===== src/hw/rtl/ddsp_pkg.sv =====
`timescale 1ns / 1ps
`default_nettype none
package ddsp_pkg;

  localparam int MAX_DAY_DIGIT_COUNT = 19;
  localparam int MAX_FRACTION_DIGITS = 9;

  localparam logic [31:0] DAY_LENGTH_RESET = 32'd86400;
  localparam int DIV_STEPS = 64;
  localparam int DIV_CNT_W = $clog2(DIV_STEPS);

  localparam logic [1:0] PH_START  = 2'd0;
  localparam logic [1:0] PH_DAY    = 2'd1;
  localparam logic [1:0] PH_FRAC   = 2'd2;
  localparam logic [1:0] PH_REJECT = 2'd3;

  localparam logic [1:0] DIV_FRAC = 2'd0;
  localparam logic [1:0] DIV_REF  = 2'd1;
  localparam logic [1:0] DIV_DAY  = 2'd2;

  localparam logic [1:0] MUL_FRAC = 2'd0;
  localparam logic [1:0] MUL_LO   = 2'd1;
  localparam logic [1:0] MUL_HI   = 2'd2;

  typedef struct packed {
    logic       parse_en;
    logic       clear;
    logic       div_start;
    logic [1:0] div_sel;
    logic       lat_frac;
    logic       lat_ref;
    logic       set_day;
    logic       adj_day;
    logic       mul_en;
    logic [1:0] mul_sel;
    logic       sum_en;
    logic       load_out;
  } ddsp_cmd_t;

  typedef struct packed {
    logic rej;
    logic need_cpl;
    logic div_done;
  } ddsp_sts_t;

  function automatic logic [63:0] pow10(input logic [4:0] n);
    logic [63:0] v;
    case (n)
      5'd0:  v = 64'd1;
      5'd1:  v = 64'd10;
      5'd2:  v = 64'd100;
      5'd3:  v = 64'd1000;
      5'd4:  v = 64'd10000;
      5'd5:  v = 64'd100000;
      5'd6:  v = 64'd1000000;
      5'd7:  v = 64'd10000000;
      5'd8:  v = 64'd100000000;
      5'd9:  v = 64'd1000000000;
      5'd10: v = 64'd10000000000;
      5'd11: v = 64'd100000000000;
      5'd12: v = 64'd1000000000000;
      5'd13: v = 64'd10000000000000;
      5'd14: v = 64'd100000000000000;
      5'd15: v = 64'd1000000000000000;
      5'd16: v = 64'd10000000000000000;
      5'd17: v = 64'd100000000000000000;
      5'd18: v = 64'd1000000000000000000;
      5'd19: v = 64'd10000000000000000000;
      default: v = 64'd1;
    endcase
    return v;
  endfunction

endpackage
`default_nettype wire


===== src/hw/rtl/ddsp_ctrl.sv =====
`timescale 1ns / 1ps
`default_nettype none
module ddsp_ctrl
  import ddsp_pkg::*;
(
  input  wire logic      clk,
  input  wire logic      rst_n,
  input  wire logic      in_valid,
  output logic           in_stall,
  input  wire logic      in_last,
  output logic           out_valid,
  input  wire logic      out_stall,
  output ddsp_cmd_t      cmd,
  input  wire ddsp_sts_t sts
);

  localparam logic [3:0] S_IDLE    = 4'd0;
  localparam logic [3:0] S_CHECK   = 4'd1;
  localparam logic [3:0] S_MULF    = 4'd2;
  localparam logic [3:0] S_DIVF_GO = 4'd3;
  localparam logic [3:0] S_DIVF_W  = 4'd4;
  localparam logic [3:0] S_DIVR_GO = 4'd5;
  localparam logic [3:0] S_DIVR_W  = 4'd6;
  localparam logic [3:0] S_DECIDE  = 4'd7;
  localparam logic [3:0] S_DIVD_GO = 4'd8;
  localparam logic [3:0] S_DIVD_W  = 4'd9;
  localparam logic [3:0] S_MULLO   = 4'd10;
  localparam logic [3:0] S_MULHI   = 4'd11;
  localparam logic [3:0] S_SUM     = 4'd12;
  localparam logic [3:0] S_FIN     = 4'd13;

  logic [3:0] state_r, state_nxt;
  logic       ovalid_r, ovalid_nxt;
  logic       in_acc;
  logic       slot_free;

  assign in_stall  = (state_r != S_IDLE);
  assign in_acc    = in_valid && !in_stall;
  assign slot_free = !ovalid_r || !out_stall;

  always_comb begin
    state_nxt   = state_r;
    ovalid_nxt  = ovalid_r && out_stall;
    cmd         = '0;
    cmd.div_sel = DIV_FRAC;
    cmd.mul_sel = MUL_FRAC;
    case (state_r)
      S_IDLE: begin
        cmd.parse_en = in_acc;
        if (in_acc && in_last) begin
          state_nxt = S_CHECK;
        end
      end
      S_CHECK: begin
        state_nxt = sts.rej ? S_FIN : S_MULF;
      end
      S_MULF: begin
        cmd.mul_en  = 1'b1;
        cmd.mul_sel = MUL_FRAC;
        state_nxt   = S_DIVF_GO;
      end
      S_DIVF_GO: begin
        cmd.div_start = 1'b1;
        cmd.div_sel   = DIV_FRAC;
        state_nxt     = S_DIVF_W;
      end
      S_DIVF_W: begin
        if (sts.div_done) begin
          cmd.lat_frac = 1'b1;
          state_nxt    = S_DIVR_GO;
        end
      end
      S_DIVR_GO: begin
        cmd.div_start = 1'b1;
        cmd.div_sel   = DIV_REF;
        state_nxt     = S_DIVR_W;
      end
      S_DIVR_W: begin
        if (sts.div_done) begin
          cmd.lat_ref = 1'b1;
          state_nxt   = S_DECIDE;
        end
      end
      S_DECIDE: begin
        cmd.set_day = 1'b1;
        state_nxt   = sts.need_cpl ? S_DIVD_GO : S_MULLO;
      end
      S_DIVD_GO: begin
        cmd.div_start = 1'b1;
        cmd.div_sel   = DIV_DAY;
        state_nxt     = S_DIVD_W;
      end
      S_DIVD_W: begin
        cmd.div_sel = DIV_DAY;
        if (sts.div_done) begin
          cmd.adj_day = 1'b1;
          state_nxt   = S_MULLO;
        end
      end
      S_MULLO: begin
        cmd.mul_en  = 1'b1;
        cmd.mul_sel = MUL_LO;
        state_nxt   = S_MULHI;
      end
      S_MULHI: begin
        cmd.mul_en  = 1'b1;
        cmd.mul_sel = MUL_HI;
        state_nxt   = S_SUM;
      end
      S_SUM: begin
        cmd.sum_en = 1'b1;
        state_nxt  = S_FIN;
      end
      S_FIN: begin
        if (slot_free) begin
          cmd.load_out = 1'b1;
          cmd.clear    = 1'b1;
          ovalid_nxt   = 1'b1;
          state_nxt    = S_IDLE;
        end
      end
      default: begin
        state_nxt = S_IDLE;
      end
    endcase
  end

  always_ff @(posedge clk) begin
    if (!rst_n) begin
      state_r  <= S_IDLE;
      ovalid_r <= 1'b0;
    end else begin
      state_r  <= state_nxt;
      ovalid_r <= ovalid_nxt;
    end
  end

  assign out_valid = ovalid_r;

endmodule
`default_nettype wire


===== config.mk =====
export PLATFORM = sky130hd
export DESIGN_NAME = ddsp_ctrl
export DESIGN_NICKNAME = d
export VERILOG_FILES = /design/src/hw/rtl/ddsp_pkg.sv /design/src/hw/rtl/ddsp_ctrl.sv
export SDC_FILE = /design/constraint.sdc
export NUM_CORES = 1
export LEC_CHECK = 0
export BUFFER_PORTS_ARGS = -buffer_cell sky130_fd_sc_hd__buf_2
export CORE_AREA = 2 2 39 41
export CTS_BUF_LIST = sky130_fd_sc_hd__clkbuf_4 sky130_fd_sc_hd__clkbuf_8
export CTS_CLUSTER_DIAMETER = 120
export DETAILED_ROUTE_END_ITERATION = 10
export DIE_AREA = 0 0 41 43
export GPL_TIMING_DRIVEN = 1
export PLACE_DENSITY_LB_ADDON = 0.1
export SLEW_MARGIN = 10
export SYNTH_ARGS = -nofsm -noshare
export SYNTH_HDL_FRONTEND = slang
export SYNTH_SLANG_ARGS = --single-unit

===== constraint.sdc =====
create_clock -name clk -period 1.3 [get_ports clk]
set_clock_uncertainty 0.1 [all_clocks]
set_input_delay 0.13 -clock clk [delete_from_list [all_inputs] [get_ports clk]]
set_output_delay 0.13 -clock clk [all_outputs]
set_load 0.01 [all_outputs]

==> impl_metrics.json <==
{
  "finalPower_mw": 1.87,
  "io_pins": 24,
  "syn_nets": 73,
  "worstPathCellList": "and2b_2 -> buf_6 -> and4_1 -> buf_2",
  "syn_inst": 65,
  "async_reset_ff_share_pct": 0,
  "status": "finished with violations",
  "worst_setup_path_end_kind": "output port",
  "final_hold_viol_count": 0,
  "area_growth_pct": 81.9,
  "peakVddDrop_v": 0.00115,
  "synthTopCellsByArea": "dfxtp_1 (19%), mux2i_1 (7.6%), and3_1 (5.9%)",
  "r2r-start": "state_r[0]",
  "ctsHoldBuffers": 0,
  "grt_pass1_wl_mm": 2.68,
  "yosysMostFrequentCell": "nand2_1",
  "design.core.area_um2": 1380,
  "cts_tree": "built",
  "fp-row-count": 14,
  "yosysUniqueCellTypes": 36,
  "avgSynthCellArea_um2": 8.10,
  "h-tree-depth": 1,
  "antenna_found_initial": 0,
  "worstHoldPathType": "in -> reg",
  "ant_nets": 0,
  "die_y_um": 43,
  "tns_ns": -2.78,
  "wl_mm": 1.89,
  "grt_max_degree": 10,
  "overflow": 0,
  "rsz0062_at_grt": "yes",
  "yosysTopAreaCell": "dfxtp_1",
  "first_global_vias": 623,
  "synth_flop_cell": "dfxtp_1",
  "synth-seq-cells": 5,
  "violations": "negative setup slack",
  "layout_setup_ws_ns": -0.207,
  "cts_buffer_depth": 2,
  "first_pass_iters": 4,
  "rrSetupSlack_ns": -0.18,
  "track_usage_pct": 22.3,
  "clkTransAtPathRegs_ns": 0.04,
  "reg2reg_to": "state_r[1]",
  "synth-edff-count": 0,
  "ys_seq_area_share_pct": 19.0,
  "yosysTopAreaCellShare_pct": 19.0,
  "cts_buffers": 3,
  "min_path_cells": 3,
  "cp_max_fo": 5,
  "cts-root-buf": "clkbuf_4",
  "cp-start-kind": "register",
  "maxCapViolations": 0,
  "drive_gt1_share_pct": 65.2,
  "io_buffers": 23,
  "regArea_um2": 115,
  "finalCritPeriodShare_pct": 116,
  "fillers": 117,
  "die_area_um2": 1760,
  "vias": 690,
  "setup_viol": 19,
  "critical-path-slowest-cell": "dfxtp_4",
  "final_cell_area_um2": 958,
  "reg2regPathDepth": 5,
  "antenna_cells": 0,
  "hp-start": "rst_n",
  "via_per_inst": 5.39,
  "drcViolationCount": 0,
  "placed_area_um2": 743,
  "hold_slack_ns": 0.115,
  "initial_utilization_pct": 38.1,
  "gp_congestion": 0.808,
  "cellPowerDensity_nw_per_um2": 1950,
  "final_nets": 121,
  "p_leak_nw": 0.481,
  "syn-cell-area_um2": 527,
  "multi_input_area_um2": 423,
  "ys_top_cells_by_count": "nand2_1 (7), and3_1 (5), dfxtp_1 (5)",
  "cpPeakStageDelay_ns": 0.36,
  "drt_iter0_markers": 10,
  "worstMarginPinSlew_ns": 0.415,
  "dp_hpwl_mm": 1.09,
  "clkLatencyLatePin_ns": 0.25,
  "clock-sinks": 5,
  "slew_headroom_pct": 71.9,
  "post_drt_wl_per_cell_um": 14.8,
  "hold_path_end": "state_r[2]",
  "crit_required_ns": 1.07,
  "layout_min_cycle_time_ns": 1.51,
  "finalMaxSlewViolations": 0,
  "arrival_ns": 1.28,
  "timing.fmax_ghz": 0.663,
  "yosys_warnings": 0,
  "die_x_um": 41,
  "critPathKind": "reg -> out"
}
what timing repair did:
item	4_1_cts	5_1_grt
resized for setup	15	18
pin swaps	5	5
endpoints found under the setup margin	19	19
buffers inserted	4	4
gates cloned	0	1
state kept, by name (all words and copies together) (netlist names):
| register | flops |
|---|---|
| state_r | 4 |
| out_valid | 1 |
worst max-delay path, delay by kind of cell (launching register included):
kind | cells | cell delay, ns
buffers and inverters | 2 | 0.25
flip-flops | 1 | 0.36
AND/OR/NAND/NOR | 2 | 0.42
how the worst max path moves through the flow:
stage,slack (ns),startpoint,cells past startpoint,to
finish,-0.21,state_r[3],4,cmd[7]
global route,-0.27,state_r[0],5,cmd[0]
CTS,-0.18,state_r[3],4,cmd[2]
detailed placement,-0.11,state_r[1],4,state_r[2]
global placement,-0.10,state_r[3],4,state_r[3]
floorplan,-0.09,state_r[0],5,state_r[1]
power by group:
part           switching [mW]  total, mW  internal (mW)
Sequential             0.0891      0.312          0.223
Clock                  0.0686      0.206          0.137
Combinational           0.598       1.35          0.751
cell families (layout without fill, tap and decap cells):
group                     after synthesis  after routing  synth area share, %
DFF                                     5              5                 19.0
muxes                                   4              4                 7.60
xor gates and xnor gates                1              1                 1.66
and+or+nand+nor                        32             32                 38.2
AOI/OAI and AO/OA                      15             15                 23.0
buffers and inverters                   8             55                 10.5
layout by cell type (no fill, tap or decap), types with 2 or more instances in the layout:
cell type  Yosys  layout
buf_6          2      12
and3_1         5       3
clkbuf_4       0       4
a22o_1         3       3
inv_1          2       2
a21oi_1        4       3
nand2_1        7       6
nor2b_4        1       2
mux2i_1        4       3
dfxtp_4        0       4
and3_4         0       2
buf_4          2      17
nor2_2         1       2
buf_2          2      20
nor2_1         3       2
area by class of cell:
class                      instances  area share, %
clock buffer                       4           3.13
inverter                           2          0.783
multi-input combinational         52           44.1
sequential                         5           12.0
tap                               16           2.09
timing repair buffer              49           37.9
per-layer routing:
metal	track usage (%)	share of wire, %	up-vias
li1	-	-	333
met1	25.3	38	322
met2	39.1	53	33
met3	7.85	7.3	2
met4	2.00	1.3	0
met5	0	0	-
through the flow:
step / util, % / setup WS, ns / instances
finish: 69.3 / -0.207 / 128
global route: 69.3 / -0.270 / 128
CTS: 61.4 / -0.183 / 123
detailed placement: 53.7 / -0.113 / 115
global placement: 53.7 / -0.105 / 115
floorplan: - / -0.0854 / 65
Note: power is estimated with default switching activity, not from simulation.
